===== src/sv/assert_macros.svh =====
// ---------------------------------------------------------------------------
// Assertion macros
// Shared concurrent assertion forms; compiled out when SYNTH is defined.
// ---------------------------------------------------------------------------
`ifndef ASSERT_MACROS_SVH
`define ASSERT_MACROS_SVH

`ifndef SYNTH

// Same-cycle implication.
`define ASSERT_IMPLY(name, clk, rst, ante, cons) \
   name: assert property (@(posedge clk) disable iff (rst) (ante) |-> (cons)) \
      else $error("%m: implication check failed");

// Next-cycle implication.
`define ASSERT_NEXT(name, clk, rst, ante, cons) \
   name: assert property (@(posedge clk) disable iff (rst) (ante) |=> (cons)) \
      else $error("%m: next-cycle check failed");

`else

`define ASSERT_IMPLY(name, clk, rst, ante, cons)
`define ASSERT_NEXT(name, clk, rst, ante, cons)

`endif

`endif


===== src/sv/cst_pkg.sv =====
// ---------------------------------------------------------------------------
// cst_pkg
// Types, constants and character classes of the stream tokenizer.
// ---------------------------------------------------------------------------
package cst_pkg;

   localparam int CHAR_BITS        = 8;
   localparam int LINE_BITS        = 24;
   localparam int COL_BITS         = 16;
   localparam int TAB_BITS         = 7;
   localparam int TAB_RESET        = 8;
   localparam int HELD_SPACE_DEPTH = 15;
   localparam int HELD_IDX_BITS    = (HELD_SPACE_DEPTH > 1) ? $clog2(HELD_SPACE_DEPTH) : 1;
   localparam int HELD_CNT_BITS    = $clog2(HELD_SPACE_DEPTH + 1);
   localparam int DIV_CNT_BITS     = $clog2(COL_BITS);

   localparam logic [LINE_BITS-1:0] LINE_MAX = '1;
   localparam logic [COL_BITS-1:0]  COL_MAX  = '1;

   typedef logic [CHAR_BITS-1:0] char_type;

   localparam char_type CH_NUL    = 8'h00;
   localparam char_type CH_TAB    = 8'h09;
   localparam char_type CH_LF     = 8'h0A;
   localparam char_type CH_SPACE  = 8'h20;
   localparam char_type CH_QUOTE  = 8'h22;
   localparam char_type CH_DOT    = 8'h2E;
   localparam char_type CH_ZERO   = 8'h30;
   localparam char_type CH_NINE   = 8'h39;
   localparam char_type CH_BSLASH = 8'h5C;
   localparam char_type CH_BTICK  = 8'h60;

   typedef enum logic [2:0] {
      MODE_IDLE,
      MODE_STRING,
      MODE_ESCAPE,
      MODE_INTEGER,
      MODE_FRACTION,
      MODE_IDENT
   } lex_mode_type;

   typedef enum logic [2:0] {
      KIND_PUNCT,
      KIND_STRING,
      KIND_INTEGER,
      KIND_FRACTION,
      KIND_IDENT,
      KIND_EOF
   } token_kind_type;

   typedef enum logic [2:0] {
      ST_IDLE,
      ST_TAB,
      ST_PLAN,
      ST_CLOSE,
      ST_FLUSH,
      ST_CHAR,
      ST_MARK
   } ctrl_state_type;

   typedef enum logic [1:0] {
      SEL_CLOSE,
      SEL_FLUSH,
      SEL_CHAR,
      SEL_MARK
   } item_sel_type;

   // Result items one source byte produces, in emission order.
   typedef struct packed {
      logic do_close;
      logic do_flush;
      logic do_char;
      logic do_mark;
   } plan_type;

   typedef struct packed {
      logic         req_ready;
      logic         take;
      logic         tab_step;
      logic         plan;
      logic         emit;
      item_sel_type sel;
   } cmd_type;

   typedef struct packed {
      logic     take_tab;
      logic     tab_last;
      plan_type plan_now;
      plan_type plan_q;
      logic     flush_last;
      logic     out_free;
   } status_type;

   function automatic logic is_punct(input char_type c);
      logic r;
      case (c) inside
         "!", "@", "#", "$", "%", "^", "&", "*", "(", ")", "-", "=", "+",
         "[", "]", "{", "}", ";", ":", ",", "<", ">", "/", "?", "~",
         CH_BTICK: r = 1'b1;
         default:  r = 1'b0;
      endcase
      return r;
   endfunction

   function automatic logic is_space(input char_type c);
      return (c == CH_SPACE) || (c == CH_LF) || (c == CH_TAB);
   endfunction

   function automatic logic is_digit(input char_type c);
      return (c >= CH_ZERO) && (c <= CH_NINE);
   endfunction

   function automatic char_type decode_escape(input char_type c);
      char_type r;
      unique case (c)
         "a":     r = 8'h07;
         "b":     r = 8'h08;
         "f":     r = 8'h0C;
         "n":     r = 8'h0A;
         "r":     r = 8'h0D;
         "t":     r = 8'h09;
         "v":     r = 8'h0B;
         default: r = c;
      endcase
      return r;
   endfunction

   function automatic token_kind_type mode_kind(input lex_mode_type m);
      token_kind_type k;
      unique case (m)
         MODE_INTEGER:  k = KIND_INTEGER;
         MODE_FRACTION: k = KIND_FRACTION;
         MODE_IDENT:    k = KIND_IDENT;
         default:       k = KIND_STRING;
      endcase
      return k;
   endfunction

endpackage


===== src/sv/cst_req_if.sv =====
// ---------------------------------------------------------------------------
// cst_req_if
// Source byte channel: valid/ready with byte and end-of-input flag.
// ---------------------------------------------------------------------------
interface cst_req_if;
   logic                        valid;
   logic                        ready;
   logic [cst_pkg::CHAR_BITS-1:0] char_in;
   logic                        end_of_input;

   modport source (output valid, output char_in, output end_of_input, input ready);
   modport sink   (input valid, input char_in, input end_of_input, output ready);
endinterface


===== src/sv/cst_rsp_if.sv =====
// ---------------------------------------------------------------------------
// cst_rsp_if
// Token item channel: valid/ready with character, marker and position.
// ---------------------------------------------------------------------------
interface cst_rsp_if;
   logic                          valid;
   logic                          ready;
   logic [cst_pkg::CHAR_BITS-1:0] char_out;
   logic                          has_char;
   logic [2:0]                    token_kind;
   logic                          token_last;
   logic [cst_pkg::LINE_BITS-1:0] line_no;
   logic [cst_pkg::COL_BITS-1:0]  column_no;
   logic                          space_overflow;

   modport source (output valid, output char_out, output has_char, output token_kind,
                   output token_last, output line_no, output column_no,
                   output space_overflow, input ready);
   modport sink   (input valid, input char_out, input has_char, input token_kind,
                   input token_last, input line_no, input column_no,
                   input space_overflow, output ready);
endinterface


===== src/sv/cst_ctrl.sv =====
// ---------------------------------------------------------------------------
// cst_ctrl
// Sequencer: takes a byte, runs the tab remainder, plans, emits items.
// ---------------------------------------------------------------------------
module cst_ctrl (
   input  logic                clock,
   input  logic                reset,
   input  logic                req_valid,
   input  cst_pkg::status_type status,
   output cst_pkg::cmd_type    cmd
);
   import cst_pkg::*;

   ctrl_state_type state_ff;
   ctrl_state_type state_in;
   plan_type       rest;

   // First pending item of a plan, or back to idle.
   function automatic ctrl_state_type phase_from(input plan_type p);
      ctrl_state_type s;
      if (p.do_close) begin
         s = ST_CLOSE;
      end else if (p.do_flush) begin
         s = ST_FLUSH;
      end else if (p.do_char) begin
         s = ST_CHAR;
      end else if (p.do_mark) begin
         s = ST_MARK;
      end else begin
         s = ST_IDLE;
      end
      return s;
   endfunction

   always_ff @(posedge clock) begin
      if (reset) begin
         state_ff <= ST_IDLE;
      end else begin
         state_ff <= state_in;
      end
   end

   always_comb begin
      rest     = status.plan_q;
      state_in = state_ff;
      unique case (state_ff)
         ST_IDLE: begin
            if (req_valid) begin
               state_in = status.take_tab ? ST_TAB : ST_PLAN;
            end
         end
         ST_TAB: begin
            if (status.tab_last) begin
               state_in = ST_PLAN;
            end
         end
         ST_PLAN: begin
            state_in = phase_from(status.plan_now);
         end
         ST_CLOSE: begin
            if (status.out_free) begin
               rest.do_close = 1'b0;
               state_in      = phase_from(rest);
            end
         end
         ST_FLUSH: begin
            if (status.out_free && status.flush_last) begin
               rest.do_close = 1'b0;
               rest.do_flush = 1'b0;
               state_in      = phase_from(rest);
            end
         end
         ST_CHAR: begin
            if (status.out_free) begin
               rest.do_close = 1'b0;
               rest.do_flush = 1'b0;
               rest.do_char  = 1'b0;
               state_in      = phase_from(rest);
            end
         end
         ST_MARK: begin
            if (status.out_free) begin
               state_in = ST_IDLE;
            end
         end
         default: begin
            state_in = ST_IDLE;
         end
      endcase
   end

   always_comb begin
      cmd = '0;
      unique case (state_ff)
         ST_IDLE: begin
            cmd.req_ready = 1'b1;
            cmd.take      = req_valid;
         end
         ST_TAB: begin
            cmd.tab_step = 1'b1;
         end
         ST_PLAN: begin
            cmd.plan = 1'b1;
         end
         ST_CLOSE: begin
            cmd.emit = status.out_free;
            cmd.sel  = SEL_CLOSE;
         end
         ST_FLUSH: begin
            cmd.emit = status.out_free;
            cmd.sel  = SEL_FLUSH;
         end
         ST_CHAR: begin
            cmd.emit = status.out_free;
            cmd.sel  = SEL_CHAR;
         end
         ST_MARK: begin
            cmd.emit = status.out_free;
            cmd.sel  = SEL_MARK;
         end
         default: begin
            cmd = '0;
         end
      endcase
   end

endmodule


===== src/sv/cst_datapath.sv =====
// ---------------------------------------------------------------------------
// cst_datapath
// Position tracking, tab remainder unit, lexer state, held spaces, output.
// ---------------------------------------------------------------------------
module cst_datapath (
   input  logic                                clock,
   input  logic                                reset,
   input  cst_pkg::cmd_type                    cmd,
   output cst_pkg::status_type                 status,
   input  cst_pkg::char_type                   req_char_in,
   input  logic                                req_end_of_input,
   input  logic                                csr_wr_en,
   input  logic [cst_pkg::TAB_BITS-1:0]        csr_wr_data,
   input  logic                                rsp_ready,
   output logic                                rsp_valid,
   output cst_pkg::char_type                   rsp_char_out,
   output logic                                rsp_has_char,
   output logic [2:0]                          rsp_token_kind,
   output logic                                rsp_token_last,
   output logic [cst_pkg::LINE_BITS-1:0]       rsp_line_no,
   output logic [cst_pkg::COL_BITS-1:0]        rsp_column_no,
   output logic                                rsp_space_overflow
);
   import cst_pkg::*;

   // configuration and position
   logic [TAB_BITS-1:0]      tab_stop_ff,  tab_stop_in;
   logic [LINE_BITS-1:0]     cur_line_ff,  cur_line_in;
   logic [COL_BITS-1:0]      cur_col_ff,   cur_col_in;
   logic [TAB_BITS-1:0]      tab_div;

   // tab remainder unit
   logic [COL_BITS-1:0]      div_num_ff,   div_num_in;
   logic [TAB_BITS-1:0]      div_rem_ff,   div_rem_in;
   logic [DIV_CNT_BITS-1:0]  div_cnt_ff,   div_cnt_in;
   logic [TAB_BITS:0]        rem_shift;
   logic [TAB_BITS:0]        rem_diff;
   logic [TAB_BITS-1:0]      rem_next;
   logic [COL_BITS:0]        tab_sum;
   logic [COL_BITS-1:0]      tab_col;
   logic                     take_tab;
   logic                     tab_last;

   // lexer state
   lex_mode_type             mode_ff,      mode_in;
   logic [HELD_CNT_BITS-1:0] held_cnt_ff,  held_cnt_in;
   logic                     ovf_ff,       ovf_in;
   char_type                 item_char_ff, item_char_in;
   logic                     item_eof_ff,  item_eof_in;

   // held spaces
   char_type                 held_ch_ff   [HELD_SPACE_DEPTH];
   logic [LINE_BITS-1:0]     held_line_ff [HELD_SPACE_DEPTH];
   logic [COL_BITS-1:0]      held_col_ff  [HELD_SPACE_DEPTH];
   logic [HELD_IDX_BITS-1:0] held_wr_idx;
   logic                     held_we;

   // plan decode and latched plan
   plan_type                 plan_nx;
   char_type                 char_nx;
   token_kind_type           mark_nx;
   token_kind_type           word_kind;
   lex_mode_type             mode_nx;
   logic [HELD_CNT_BITS-1:0] cnt_nx;
   logic                     ovf_nx;
   plan_type                 plan_q_ff,     plan_q_in;
   token_kind_type           close_kind_ff, close_kind_in;
   logic                     close_ovf_ff,  close_ovf_in;
   char_type                 char_val_ff,   char_val_in;
   token_kind_type           mark_kind_ff,  mark_kind_in;
   logic [HELD_CNT_BITS-1:0] flush_n_ff,    flush_n_in;
   logic [HELD_IDX_BITS-1:0] flush_idx_ff,  flush_idx_in;
   logic                     flush_last;

   // output register
   logic                     out_valid_ff, out_valid_in;
   char_type                 out_char_ff,  out_char_in;
   logic                     out_has_ff,   out_has_in;
   token_kind_type           out_kind_ff,  out_kind_in;
   logic                     out_last_ff,  out_last_in;
   logic [LINE_BITS-1:0]     out_line_ff,  out_line_in;
   logic [COL_BITS-1:0]      out_col_ff,   out_col_in;
   logic                     out_ovf_ff,   out_ovf_in;
   logic                     out_free;

   assign tab_div  = (tab_stop_ff == '0) ? TAB_BITS'(1) : tab_stop_ff;
   assign take_tab = !req_end_of_input && (req_char_in == CH_TAB);
   assign tab_last = (div_cnt_ff == DIV_CNT_BITS'(COL_BITS - 1));

   // restoring remainder, one quotient bit per step
   assign rem_shift = {div_rem_ff, div_num_ff[COL_BITS-1]};
   assign rem_diff  = rem_shift - {1'b0, tab_div};
   assign rem_next  = (rem_shift >= {1'b0, tab_div}) ? rem_diff[TAB_BITS-1:0]
                                                     : rem_shift[TAB_BITS-1:0];
   assign tab_sum   = {1'b0, cur_col_ff} - (COL_BITS+1)'(rem_next)
                      + (COL_BITS+1)'(tab_div);
   assign tab_col   = tab_sum[COL_BITS] ? COL_MAX : tab_sum[COL_BITS-1:0];

   always_comb begin
      tab_stop_in = csr_wr_en ? csr_wr_data : tab_stop_ff;
      cur_line_in = cur_line_ff;
      cur_col_in  = cur_col_ff;
      if (cmd.take && !req_end_of_input && !take_tab) begin
         if (cur_col_ff != COL_MAX) begin
            cur_col_in = cur_col_ff + 1'b1;
         end
         if (req_char_in == CH_LF) begin
            cur_col_in = COL_BITS'(1);
            if (cur_line_ff != LINE_MAX) begin
               cur_line_in = cur_line_ff + 1'b1;
            end
         end
      end else if (cmd.tab_step && tab_last) begin
         cur_col_in = tab_col;
      end
   end

   always_comb begin
      div_num_in = div_num_ff;
      div_rem_in = div_rem_ff;
      div_cnt_in = div_cnt_ff;
      if (cmd.take) begin
         div_num_in = cur_col_ff;
         div_rem_in = '0;
         div_cnt_in = '0;
      end else if (cmd.tab_step) begin
         div_num_in = {div_num_ff[COL_BITS-2:0], 1'b0};
         div_rem_in = rem_next;
         div_cnt_in = div_cnt_ff + 1'b1;
      end
   end

   assign item_char_in = cmd.take ? req_char_in : item_char_ff;
   assign item_eof_in  = cmd.take ? req_end_of_input : item_eof_ff;
   assign word_kind    = mode_kind(mode_ff);

   // what the latched byte does to the lexer
   always_comb begin
      plan_nx = '0;
      char_nx = item_char_ff;
      mark_nx = KIND_PUNCT;
      mode_nx = mode_ff;
      cnt_nx  = held_cnt_ff;
      ovf_nx  = ovf_ff;
      held_we = 1'b0;
      if (item_eof_ff) begin
         plan_nx.do_close = (mode_ff != MODE_IDLE);
         plan_nx.do_mark  = 1'b1;
         mark_nx          = KIND_EOF;
         mode_nx          = MODE_IDLE;
         cnt_nx           = '0;
         ovf_nx           = 1'b0;
      end else begin
         unique case (mode_ff) inside
            MODE_STRING: begin
               if (item_char_ff == CH_NUL || item_char_ff == CH_QUOTE) begin
                  plan_nx.do_close = 1'b1;
                  mode_nx          = MODE_IDLE;
                  cnt_nx           = '0;
                  ovf_nx           = 1'b0;
               end else if (item_char_ff == CH_BSLASH) begin
                  mode_nx = MODE_ESCAPE;
               end else begin
                  plan_nx.do_char = 1'b1;
               end
            end
            MODE_ESCAPE: begin
               if (item_char_ff == CH_NUL) begin
                  plan_nx.do_close = 1'b1;
                  mode_nx          = MODE_IDLE;
                  cnt_nx           = '0;
                  ovf_nx           = 1'b0;
               end else begin
                  plan_nx.do_char = 1'b1;
                  char_nx         = decode_escape(item_char_ff);
                  mode_nx         = MODE_STRING;
               end
            end
            MODE_INTEGER, MODE_FRACTION, MODE_IDENT: begin
               if (item_char_ff == CH_NUL) begin
                  plan_nx.do_close = 1'b1;
                  mode_nx          = MODE_IDLE;
                  cnt_nx           = '0;
                  ovf_nx           = 1'b0;
               end else if (is_punct(item_char_ff)) begin
                  plan_nx.do_close = 1'b1;
                  plan_nx.do_char  = 1'b1;
                  plan_nx.do_mark  = 1'b1;
                  mode_nx          = MODE_IDLE;
                  cnt_nx           = '0;
                  ovf_nx           = 1'b0;
               end else if (item_char_ff == CH_DOT) begin
                  plan_nx.do_char = 1'b1;
                  if (mode_ff == MODE_INTEGER) begin
                     mode_nx = MODE_FRACTION;
                  end else begin
                     // dot ends this word and opens an identifier
                     plan_nx.do_close = 1'b1;
                     mode_nx          = MODE_IDENT;
                     cnt_nx           = '0;
                     ovf_nx           = 1'b0;
                  end
               end else if (is_space(item_char_ff)) begin
                  if (mode_ff == MODE_IDENT) begin
                     if (held_cnt_ff < HELD_CNT_BITS'(HELD_SPACE_DEPTH)) begin
                        held_we = 1'b1;
                        cnt_nx  = held_cnt_ff + 1'b1;
                     end else begin
                        ovf_nx = 1'b1;
                     end
                  end
               end else begin
                  if (!is_digit(item_char_ff)) begin
                     mode_nx = MODE_IDENT;
                  end
                  plan_nx.do_flush = (held_cnt_ff != '0);
                  plan_nx.do_char  = 1'b1;
                  cnt_nx           = '0;
               end
            end
            MODE_IDLE: begin
               if (item_char_ff == CH_NUL || is_space(item_char_ff)) begin
                  mode_nx = MODE_IDLE;
               end else if (is_punct(item_char_ff)) begin
                  plan_nx.do_char = 1'b1;
                  plan_nx.do_mark = 1'b1;
               end else if (item_char_ff == CH_QUOTE) begin
                  mode_nx = MODE_STRING;
               end else begin
                  mode_nx         = is_digit(item_char_ff) ? MODE_INTEGER : MODE_IDENT;
                  cnt_nx          = '0;
                  ovf_nx          = 1'b0;
                  plan_nx.do_char = 1'b1;
               end
            end
            default: begin
               mode_nx = MODE_IDLE;
            end
         endcase
      end
   end

   assign held_wr_idx = held_cnt_ff[HELD_IDX_BITS-1:0];
   assign flush_last  = (HELD_CNT_BITS'(flush_idx_ff) == (flush_n_ff - 1'b1));

   always_comb begin
      mode_in       = mode_ff;
      held_cnt_in   = held_cnt_ff;
      ovf_in        = ovf_ff;
      plan_q_in     = plan_q_ff;
      close_kind_in = close_kind_ff;
      close_ovf_in  = close_ovf_ff;
      char_val_in   = char_val_ff;
      mark_kind_in  = mark_kind_ff;
      flush_n_in    = flush_n_ff;
      flush_idx_in  = flush_idx_ff;
      if (cmd.plan) begin
         mode_in       = mode_nx;
         held_cnt_in   = cnt_nx;
         ovf_in        = ovf_nx;
         plan_q_in     = plan_nx;
         close_kind_in = word_kind;
         close_ovf_in  = ovf_ff;
         char_val_in   = char_nx;
         mark_kind_in  = mark_nx;
         flush_n_in    = held_cnt_ff;
         flush_idx_in  = '0;
      end else if (cmd.emit && cmd.sel == SEL_FLUSH) begin
         flush_idx_in = flush_idx_ff + 1'b1;
      end
   end

   // output register: one result item at a time
   assign out_free = !out_valid_ff || rsp_ready;

   always_comb begin
      out_valid_in = out_valid_ff && !rsp_ready;
      out_char_in  = out_char_ff;
      out_has_in   = out_has_ff;
      out_kind_in  = out_kind_ff;
      out_last_in  = out_last_ff;
      out_line_in  = out_line_ff;
      out_col_in   = out_col_ff;
      out_ovf_in   = out_ovf_ff;
      if (cmd.emit) begin
         out_valid_in = 1'b1;
         out_line_in  = cur_line_ff;
         out_col_in   = cur_col_ff;
         out_ovf_in   = ovf_ff;
         unique case (cmd.sel)
            SEL_CLOSE: begin
               out_char_in = CH_NUL;
               out_has_in  = 1'b0;
               out_kind_in = close_kind_ff;
               out_last_in = 1'b1;
               out_ovf_in  = close_ovf_ff;
            end
            SEL_FLUSH: begin
               out_char_in = held_ch_ff[flush_idx_ff];
               out_has_in  = 1'b1;
               out_kind_in = KIND_PUNCT;
               out_last_in = 1'b0;
               out_line_in = held_line_ff[flush_idx_ff];
               out_col_in  = held_col_ff[flush_idx_ff];
            end
            SEL_CHAR: begin
               out_char_in = char_val_ff;
               out_has_in  = 1'b1;
               out_kind_in = KIND_PUNCT;
               out_last_in = 1'b0;
            end
            SEL_MARK: begin
               out_char_in = CH_NUL;
               out_has_in  = 1'b0;
               out_kind_in = mark_kind_ff;
               out_last_in = 1'b1;
            end
            default: begin
               out_valid_in = 1'b0;
            end
         endcase
      end
   end

   always_ff @(posedge clock) begin
      if (reset) begin
         tab_stop_ff  <= TAB_BITS'(TAB_RESET);
         cur_line_ff  <= LINE_BITS'(1);
         cur_col_ff   <= '0;
         mode_ff      <= MODE_IDLE;
         held_cnt_ff  <= '0;
         ovf_ff       <= 1'b0;
         div_cnt_ff   <= '0;
         plan_q_ff    <= '0;
         flush_idx_ff <= '0;
         out_valid_ff <= 1'b0;
      end else begin
         tab_stop_ff  <= tab_stop_in;
         cur_line_ff  <= cur_line_in;
         cur_col_ff   <= cur_col_in;
         mode_ff      <= mode_in;
         held_cnt_ff  <= held_cnt_in;
         ovf_ff       <= ovf_in;
         div_cnt_ff   <= div_cnt_in;
         plan_q_ff    <= plan_q_in;
         flush_idx_ff <= flush_idx_in;
         out_valid_ff <= out_valid_in;
      end
   end

   always_ff @(posedge clock) begin
      div_num_ff    <= div_num_in;
      div_rem_ff    <= div_rem_in;
      item_char_ff  <= item_char_in;
      item_eof_ff   <= item_eof_in;
      close_kind_ff <= close_kind_in;
      close_ovf_ff  <= close_ovf_in;
      char_val_ff   <= char_val_in;
      mark_kind_ff  <= mark_kind_in;
      flush_n_ff    <= flush_n_in;
      out_char_ff   <= out_char_in;
      out_has_ff    <= out_has_in;
      out_kind_ff   <= out_kind_in;
      out_last_ff   <= out_last_in;
      out_line_ff   <= out_line_in;
      out_col_ff    <= out_col_in;
      out_ovf_ff    <= out_ovf_in;
      if (cmd.plan && held_we) begin
         held_ch_ff[held_wr_idx]   <= item_char_ff;
         held_line_ff[held_wr_idx] <= cur_line_ff;
         held_col_ff[held_wr_idx]  <= cur_col_ff;
      end
   end

   always_comb begin
      status            = '0;
      status.take_tab   = take_tab;
      status.tab_last   = tab_last;
      status.plan_now   = plan_nx;
      status.plan_q     = plan_q_ff;
      status.flush_last = flush_last;
      status.out_free   = out_free;
   end

   assign rsp_valid          = out_valid_ff;
   assign rsp_char_out       = out_char_ff;
   assign rsp_has_char       = out_has_ff;
   assign rsp_token_kind     = out_kind_ff;
   assign rsp_token_last     = out_last_ff;
   assign rsp_line_no        = out_line_ff;
   assign rsp_column_no      = out_col_ff;
   assign rsp_space_overflow = out_ovf_ff;

endmodule


===== src/sv/char_stream_tokenizer.sv =====
// ---------------------------------------------------------------------------
// char_stream_tokenizer
// Streaming lexer with line/column tracking; emits token characters and
// kind markers.
// The first result of a byte is registered after the plan state; a tab
//   first runs the bit-serial column remainder unit.
// One byte at a time: a new byte is taken only once every result item of the
//   last is loaded, each waiting while rsp stalls; a tab adds the remainder steps (one remainder bit per cycle).
// Reset: synchronous; idle, line 1, column 0, tab stop 8; no clearing pass.
// ---------------------------------------------------------------------------
`include "assert_macros.svh"

module char_stream_tokenizer (
   input  logic                          clock,
   input  logic                          reset,
   cst_req_if.sink                       req_bus,
   cst_rsp_if.source                     rsp_bus,
   input  logic                          csr_wr_en,
   input  logic [cst_pkg::TAB_BITS-1:0]  csr_wr_data
);
   import cst_pkg::*;

   // Controller and datapath talk only through these two bundles.
   cmd_type    cmd;
   status_type status;
   logic       req_xfer;

   // Controller: one byte at a time. Idle takes a transfer, a tab goes
   // through the remainder steps, the plan cycle decides the items, then
   // close marker, held spaces, character and trailing marker are emitted
   // in that order, each waiting for a free output register.
   cst_ctrl u_ctrl (
      .clock     (clock),
      .reset     (reset),
      .req_valid (req_bus.valid),
      .status    (status),
      .cmd       (cmd)
   );

   assign req_bus.ready = cmd.req_ready;
   assign req_xfer      = req_bus.valid && req_bus.ready;

   // Datapath: position counters, tab remainder unit, lexer mode, held
   // whitespace store (byte plus position) and the output register.
   cst_datapath u_datapath (
      .clock              (clock),
      .reset              (reset),
      .cmd                (cmd),
      .status             (status),
      .req_char_in        (req_bus.char_in),
      .req_end_of_input   (req_bus.end_of_input),
      .csr_wr_en          (csr_wr_en),
      .csr_wr_data        (csr_wr_data),
      .rsp_ready          (rsp_bus.ready),
      .rsp_valid          (rsp_bus.valid),
      .rsp_char_out       (rsp_bus.char_out),
      .rsp_has_char       (rsp_bus.has_char),
      .rsp_token_kind     (rsp_bus.token_kind),
      .rsp_token_last     (rsp_bus.token_last),
      .rsp_line_no        (rsp_bus.line_no),
      .rsp_column_no      (rsp_bus.column_no),
      .rsp_space_overflow (rsp_bus.space_overflow)
   );

   // A result is never loaded over one that still waits.
   `ASSERT_IMPLY(a_emit_into_free, clock, reset, cmd.emit, status.out_free)
   // A tab transfer stalls the input while the remainder runs.
   `ASSERT_NEXT(a_tab_stalls, clock, reset, req_xfer && status.take_tab, !req_bus.ready)
   // Markers close tokens and carry no character.
   `ASSERT_IMPLY(a_marker_no_char, clock, reset, rsp_bus.valid && rsp_bus.token_last, !rsp_bus.has_char)

endmodule


===== src/flat_wrapper.sv =====
// flat-port wrapper written by rule: the top's interface ports become plain ports
module char_stream_tokenizer_flat import cst_pkg::*;
  (clock, reset, csr_wr_en, csr_wr_data, req_bus_valid, req_bus_char_in, req_bus_end_of_input, req_bus_ready, rsp_bus_valid, rsp_bus_char_out, rsp_bus_has_char, rsp_bus_token_kind, rsp_bus_token_last, rsp_bus_line_no, rsp_bus_column_no, rsp_bus_space_overflow, rsp_bus_ready);
  cst_req_if req_bus_i ();
  cst_rsp_if rsp_bus_i ();
  input  logic clock;
  input  logic reset;
  input  logic csr_wr_en;
  input  logic [cst_pkg::TAB_BITS-1:0] csr_wr_data;
  input wire logic [$bits(req_bus_i.valid)-1:0] req_bus_valid;
  input wire logic [$bits(req_bus_i.char_in)-1:0] req_bus_char_in;
  input wire logic [$bits(req_bus_i.end_of_input)-1:0] req_bus_end_of_input;
  output wire logic [$bits(req_bus_i.ready)-1:0] req_bus_ready;
  output wire logic [$bits(rsp_bus_i.valid)-1:0] rsp_bus_valid;
  output wire logic [$bits(rsp_bus_i.char_out)-1:0] rsp_bus_char_out;
  output wire logic [$bits(rsp_bus_i.has_char)-1:0] rsp_bus_has_char;
  output wire logic [$bits(rsp_bus_i.token_kind)-1:0] rsp_bus_token_kind;
  output wire logic [$bits(rsp_bus_i.token_last)-1:0] rsp_bus_token_last;
  output wire logic [$bits(rsp_bus_i.line_no)-1:0] rsp_bus_line_no;
  output wire logic [$bits(rsp_bus_i.column_no)-1:0] rsp_bus_column_no;
  output wire logic [$bits(rsp_bus_i.space_overflow)-1:0] rsp_bus_space_overflow;
  input wire logic [$bits(rsp_bus_i.ready)-1:0] rsp_bus_ready;
  assign req_bus_i.valid = req_bus_valid;
  assign req_bus_i.char_in = req_bus_char_in;
  assign req_bus_i.end_of_input = req_bus_end_of_input;
  assign req_bus_ready = req_bus_i.ready;
  assign rsp_bus_valid = rsp_bus_i.valid;
  assign rsp_bus_char_out = rsp_bus_i.char_out;
  assign rsp_bus_has_char = rsp_bus_i.has_char;
  assign rsp_bus_token_kind = rsp_bus_i.token_kind;
  assign rsp_bus_token_last = rsp_bus_i.token_last;
  assign rsp_bus_line_no = rsp_bus_i.line_no;
  assign rsp_bus_column_no = rsp_bus_i.column_no;
  assign rsp_bus_space_overflow = rsp_bus_i.space_overflow;
  assign rsp_bus_i.ready = rsp_bus_ready;
  char_stream_tokenizer u_core (.clock(clock), .reset(reset), .req_bus(req_bus_i), .rsp_bus(rsp_bus_i), .csr_wr_en(csr_wr_en), .csr_wr_data(csr_wr_data));
endmodule

===== config.mk =====
export PLATFORM = sky130hd
export DESIGN_NAME = char_stream_tokenizer_flat
export DESIGN_NICKNAME = d
export VERILOG_FILES = /design/src/sv/cst_pkg.sv /design/src/sv/cst_req_if.sv /design/src/sv/cst_rsp_if.sv /design/src/sv/cst_ctrl.sv /design/src/sv/cst_datapath.sv /design/src/sv/char_stream_tokenizer.sv /design/src/flat_wrapper.sv
export VERILOG_INCLUDE_DIRS = /design/src /design/src/sv
export SDC_FILE = /design/constraint.sdc
export NUM_CORES = 1
export LEC_CHECK = 0
export CORE_MARGIN = 2
export CORE_UTILIZATION = 30
export CTS_BUF_LIST = sky130_fd_sc_hd__clkbuf_16
export DETAILED_ROUTE_END_ITERATION = 8
export DONT_BUFFER_PORTS = 1
export PLACE_DENSITY = 0.56
export SLEW_MARGIN = 20
export SYNTH_ARGS = -nofsm -noshare
export SYNTH_HDL_FRONTEND = slang
export SYNTH_HIERARCHICAL = 1
export SYNTH_SLANG_ARGS = --single-unit

===== constraint.sdc =====
create_clock -name clock -period 8.6 [get_ports clock]
set_clock_uncertainty 0.15 [all_clocks]
set_input_delay 0.43 -clock clock [delete_from_list [all_inputs] [get_ports clock]]
set_output_delay 0.43 -clock clock [all_outputs]
set_load 0.05 [all_outputs]

# [Yosys cells after proc, flatten, opt, wreduce, memory -nomap -nowiden]
# Memories as Yosys holds them, arrays and structs flattened. A register that Yosys moved wholly into a read port is not among the register bits.
# Index checks and enable logic that the tools add are counted.
[word_totals] out_inout_bits=56 n_memories=3 input_bits=21 register_bits=175 ram_bits=720 word_cells=301
[mem_list] name="u_core.u_datapath.held_line_ff" words=15 width=24 rd=1 rd_ports_with_merged_regs=1 wr=1 line_no="cst_datapath.sv:53" rtl="logic [LINE_BITS-1:0] held_line_ff [HELD_SPACE_DEPTH];"
[mem_list] name="u_core.u_datapath.held_col_ff" words=15 width=16 rd=1 rd_ports_with_merged_regs=1 wr=1 line_no="cst_datapath.sv:54" rtl="logic [COL_BITS-1:0] held_col_ff [HELD_SPACE_DEPTH];"
[mem_list] name="u_core.u_datapath.held_ch_ff" words=15 width=8 rd=1 rd_ports_with_merged_regs=1 wr=1 line_no="cst_datapath.sv:52" rtl="char_type held_ch_ff [HELD_SPACE_DEPTH];"
[classes] n_mux=135 eq_ne=81 n_reduce_logical=40 magnitude_cmp=4 addsub=9
[ops] cell="$eq 8x6->1 const B" count=21
[ops] cell="$eq 8x7->1 const B" count=16
[ops] cell="$mux 16" count=8
[ops] cell="$mux 3" count=27
[ops] cell="$mux 4" count=19
[ops] cell="$mux 1" count=56
[ops] cell="$pmux 8 s7" count=1
[ops] cell="$ne 6x6->1 const B" count=6
[ops] cell="$eq 8x4->1 const B" count=4
[ops] cell="$reduce_or 26->1" count=1
[ops] cell="$add 24x1->24 const B" count=1
[ops] cell="$mux 24" count=1
[ops] cell="$mux 8" count=3
[ops] cell="$ne 24x24->1 const B" count=1
[ops] cell="$pmux 3 s4" count=2
[ops] cell="$pmux 8 s3" count=1
[ops] cell="$pmux 3 s7" count=1
[ops] cell="$pmux 3 s3" count=2
[ops] cell="$add 17x7->17" count=1
[ops] cell="$sub 16x7->17" count=1
[ops] cell="$add 16x1->16 const B" count=1
[ops] cell="$ne 16x16->1 const B" count=1
[ops] cell="$pmux 4 s4" count=1
[ops] cell="$eq 3x3->1 const B" count=5
[ops] cell="44 further kinds" count=88

# [Logic depth before layout (Yosys ltp)]
[depth] depth_word=16 mapped_depth=26 ltp_nobuf=23

# [Modules after synthesis]
# Netlist, hierarchy kept.
[modules_own_cells] mod="cst_datapath" area_per_inst_um2=36969.2 cells_each=2131 seq_area_each_um2=26085.0 instances=1
[modules_own_cells] mod="cst_ctrl" area_per_inst_um2=425.4 cells_each=63 seq_area_each_um2=60.1 instances=1

# [Least setup slack after synthesis]
# Ideal clock, no wire load.
[synth_path] kind="register to register" start="register u_core.u_datapath.out_valid_ff (netlist: u_core/u_datapath/rsp_valid)" end="register with a tool-made name" stages_incl_launch_ff=8 synth_period_minus_slack_ns=6.269 path_buffers=1 setup_ns=0.139 path_slack_ns=2.331 arrival_time_ns=5.980 required_time_ns=8.311 cell_sequence="dfxtp_1 -> nand2b_1 -> buf_4 -> a21boi_0 -> nand2_1 -> nor2_1 -> xnor2_1 -> nor3_1"
[synth_lines] element="from (decl)" line_no="cst_datapath.sv:76" rtl="logic out_valid_ff, out_valid_in;"
[synth_lines] element="from (signal assigned)" line_no="cst_datapath.sv:347" rtl="out_valid_ff <= out_valid_in;"

# [Final worst setup path]
[layout_path] start="register u_core.u_datapath.tab_stop_ff[6]" end="register u_core.u_datapath.cur_col_ff[1]"
[layout_via] elab_chain_cells=9 word_cells_on_any_way=10 classes_between="add/sub: 3; order compare: 1; mux: 5; reduce/logical: 1"
[layout_rtl] element="from (decl)" line_no="cst_datapath.sv:27" rtl="logic [TAB_BITS-1:0] tab_stop_ff, tab_stop_in;"
[layout_rtl] element="from (signal assigned)" line_no="cst_datapath.sv:327" rtl="tab_stop_ff <= TAB_BITS'(TAB_RESET);"
[layout_rtl] element="from (signal assigned)" line_no="cst_datapath.sv:338" rtl="tab_stop_ff <= tab_stop_in;"
[layout_rtl] element="$logic_not 7->1" line_no="cst_datapath.sv:86" rtl="assign tab_div = (tab_stop_ff == '0) ? TAB_BITS'(1) : tab_stop_ff;"
[layout_rtl] element="$mux 7 (*)" line_no="cst_datapath.sv:86"
[layout_rtl] element="$sub 7x7->7 / $ge 8x7->1 (equally long branches)" line_no="cst_datapath.sv:92, cst_datapath.sv:93"
[layout_rtl] element="$mux 7 (*)" line_no="cst_datapath.sv:93" rtl="assign rem_next = (rem_shift >= {1'b0, tab_div}) ? rem_diff[TAB_BITS-1:0]"
[layout_rtl] element="net u_core.u_datapath.rem_next[4]" line_no="cst_datapath.sv:38" rtl="logic [TAB_BITS-1:0] rem_next;"
[layout_rtl] element="$sub 16x7->17 (*)" line_no="cst_datapath.sv:95" rtl="assign tab_sum = {1'b0, cur_col_ff} - (COL_BITS+1)'(rem_next)"
[layout_rtl] element="$add 17x7->17 (*)" line_no="cst_datapath.sv:96" rtl="+ (COL_BITS+1)'(tab_div);"
[layout_rtl] element="$mux 16 (*)" line_no="cst_datapath.sv:97" rtl="assign tab_col = tab_sum[COL_BITS] ? COL_MAX : tab_sum[COL_BITS-1:0];"
[layout_rtl] element="$mux 16 (*)" line_no="cst_datapath.sv:113" rtl="end else if (cmd.tab_step && tab_last) begin"
[layout_rtl] element="$mux 16 (*)" line_no="cst_datapath.sv:103" rtl="if (cmd.take && !req_end_of_input && !take_tab) begin"
[layout_rtl] element="to (signal assigned)" line_no="cst_datapath.sv:340" rtl="cur_col_ff <= cur_col_in;"
[layout_rtl] element="to (decl)" line_no="cst_datapath.sv:29" rtl="logic [COL_BITS-1:0] cur_col_ff, cur_col_in;"
# The timed path passes the listed nets; every way through them passes the cells marked *. The select of a mux whose other input is x is not followed.
# A chain may end at the register's enable or synchronous reset.

==> reports/qor.csv <==
stage;metric;value;unit
run_status;outcome;completed;
clock_tree;root_buffer;clkbuf_16;
sta;min_period;7.06;ns
drt;vias;20000;
floorplanning;die_h;357;um
sta;fin_ws;1.54;ns
global_route;grt_pass1_vias;20200;
sta;clock.fmax;142;MHz
floorplanning;rows;129;
place;portBuffers;0;
clock_tree;clk_latency;0.66;ns
floorplanning;coreArea;124000;um2
clock_tree;htree_levels;3;
sta;tightest_slew;1.08;ns
sta;grt_setup_unrepaired;no;
drt;wl_met2;42100;um
power_and_ir_drop;p_leak;13.2;nW
clock_tree;postCtsSetupBuffers;0;
layout;areaGrowthSynthToFinish;14.2;%
power_and_ir_drop;ir_drop;0.232;mV
sta;min_period_over_period;82.1;%
sta;drv_slew;0;
sta;holdWs;0.0893;ns
global_route;grt_max_degree;139;
layout;fillerInstances;11700;
job;maxCapViolations;0;
drt;viasPerCell;5.05;
floorplanning;initial_utilization;30.2;%
critical_path;critPathKind;flip-flop to flip-flop;
drt;drt-met1-wl;40800;um
clock_tree;path_clk_slew;0.06;ns
synth;ys_warn_count;6;
place;place_hpwl;48400;um
synth;syn-num-nets;2266;
global_route;grt_pass1_wl;133000;um
layout;drive_above_1_share;19.5;%
clock_tree;cts_tree;built;
place;post-place-ws;1.69;ns
clock_tree;cts_buffers;93;
clock_tree;cts_buffer_depth;3;
floorplanning;die_x;357;um
layout;final_cell_count_no_fill;3952;
critical_path;cp_data_arrival_time;7.40;ns
floorplanning;die_area;127000;um2
layout;seq_area;26100;um2
drt;ant_nets;0;
power_and_ir_drop;fin_total_pwr;12.3;mW
drt;routedWlPerCell;22.7;um
critical_path;critPathRequiredTime;8.94;ns
critical_path;crit_fanout;14;
drt;first_pass_iters;5;
drt;met3WireLength;5100;um
sta;tns;0;ns
place;place_congestion;0.814;
global_route;antenna_found_initial;3;
synth;postSynthAreaPerCell;17.1;um2
power_and_ir_drop;p_per_area;288;nW/um2
worst_hold_path;hold_path_class;input port to flip-flop;
synth;netlist_instances;2191;
global_route;grt_usage;14.0;%
clock_tree;clock-sinks;897;
floorplanning;boundaryPins;77;
drt;drt_iter0_drc;2119;
drt;drc;0;
sta;slew_headroom;27.8;%
sta;setup_viol;0;
layout;layout.nets;2309;
critical_path;crit_path_end_kind;flip-flop;
drt;top_layer_used;met4;
layout;multi_input_area;10600;um2
critical_path;startpoint_type;flip-flop;
global_route;overflow;0;
synth;syn_area;37400;um2
place;dp.cells;3751;
sta;final_hold_viol_count;0;
drt;drt_wl_total;89800;um
==> state kept, by name, indices dropped and copies added, names as in the netlist, 4 cells and up, named ones only <==
signal	flops
u_core/u_datapath/flush_n_ff	4
u_core/u_datapath/tab_stop_ff	7
u_core/u_datapath/rsp_column_no	16
u_core/u_datapath/cur_line_ff	24
u_core/u_datapath/cur_col_ff	16
u_core/u_datapath/div_cnt_ff	4
u_core/u_datapath/rsp_char_out	8
u_core/u_datapath/div_num_ff	16
u_core/u_datapath/char_val_ff	8
u_core/u_datapath/flush_idx_ff	4
u_core/u_datapath/held_ch_ff	120
u_core/u_datapath/div_rem_ff	7
u_core/u_datapath/held_col_ff	240
u_core/u_datapath/item_char_ff	8
u_core/u_datapath/held_line_ff	360
u_core/u_datapath/held_cnt_ff	4
u_core/u_datapath/rsp_line_no	24
==> cell type report <==
class / count / area share (%)
well taps: 1637 / 4.80
flip-flops and latches: 897 / 61.3
inverters: 68 / 0.598
clock inverters: 80 / 1.71
repair buffers: 59 / 1.28
clock buffers: 95 / 5.57
multi-input cells: 1115 / 24.8
diodes: 1 / 0.00586
==> path summary, 6_finish.rpt <==
| path | startpoint | end | slack [ns] | cells after the start |
|---|---|---|---|---|
| min reg2reg | u_core/u_datapath/div_rem_ff[6]$_SDFFE_PP0P_ | u_core/u_datapath/div_rem_ff[6]$_SDFFE_PP0P_ | 0.32 | 2 |
| min | reset | u_core/u_datapath/cur_line_ff[0]$_SDFFE_PP1P_ | 0.09 | 2 |
| max | u_core/u_datapath/tab_stop_ff[6]$_SDFFE_PP0P_ | u_core/u_datapath/cur_col_ff[1]$_SDFFE_PP0P_ | 1.54 | 23 |
| max reg2reg | u_core/u_datapath/tab_stop_ff[6]$_SDFFE_PP0P_ | u_core/u_datapath/cur_col_ff[1]$_SDFFE_PP0P_ | 1.54 | 23 |
==> routing by layer <==
layer,GRT usage (%),vias to the layer above
met5,0,-
met4,3.05,0
met3,2.45,131
met2,22.4,625
met1,19.8,10400
li1,-,8768
==> where the power goes <==
group	internal (mW)	switching [mW]
combinational	0.961	1.50
sequential	5.20	0.563
clock	2.35	1.70
total	8.51	3.76
==> what timing repair did <==
| action | 4_1_cts | 5_1_grt |
|---|---|---|
| resized for setup | 0 | 0 |
| hold endpoints to repair | 78 | 0 |
| hold buffers | 25 | 0 |
==> cells in the final DEF (no fill, tap or decap), types with 20 or more instances in the layout <==
cell type        n
mux4_2         192
mux2_2          44
nor2_1          95
ha_1            45
nor3_1          32
o21ai_0        120
nand2_1        141
nand3_1         30
buf_4           32
a21oi_1         47
clkinv_1        26
xor2_1          20
clkbuf_16       95
dlygate4sd3_1   24
inv_1           81
mux2i_1         61
dfxtp_1         77
xnor2_1         36
edfxtp_1       816
==> metrics by stage <==
| stage | cell area (um2) | utilization, % |
|---|---|---|
| global placement | 39300 | 31.8 |
| finish | 42700 | 34.5 |
| detailed placement | 39300 | 31.8 |
| floorplan | 37400 | - |
| CTS | 42700 | 34.5 |
| global route | 42700 | 34.5 |
==> worst max-delay path, stage by stage, from the launching register on <==
cell and delay [ns]:
dfxtp_1 0.37, nor4_1 0.29, a31oi_1 0.21, inv_1 0.11, ha_1 0.19, fa_1 0.23
nor2b_1 0.06, o21ai_0 0.21, a21boi_0 0.16, o21a_1 0.19, o21ai_0 0.29, nor2b_1 0.55
mux2_2 0.43, fa_1 0.50, inv_1 0.05, ha_1 0.38, a21o_1 0.23, a2111oi_4 0.37
a211oi_1 0.16, nor2_1 0.26, nor3_1 0.13, nor3_2 0.64, a2111oi_0 0.16, a2111oi_0 0.58
(Power assumes the default switching activity.)
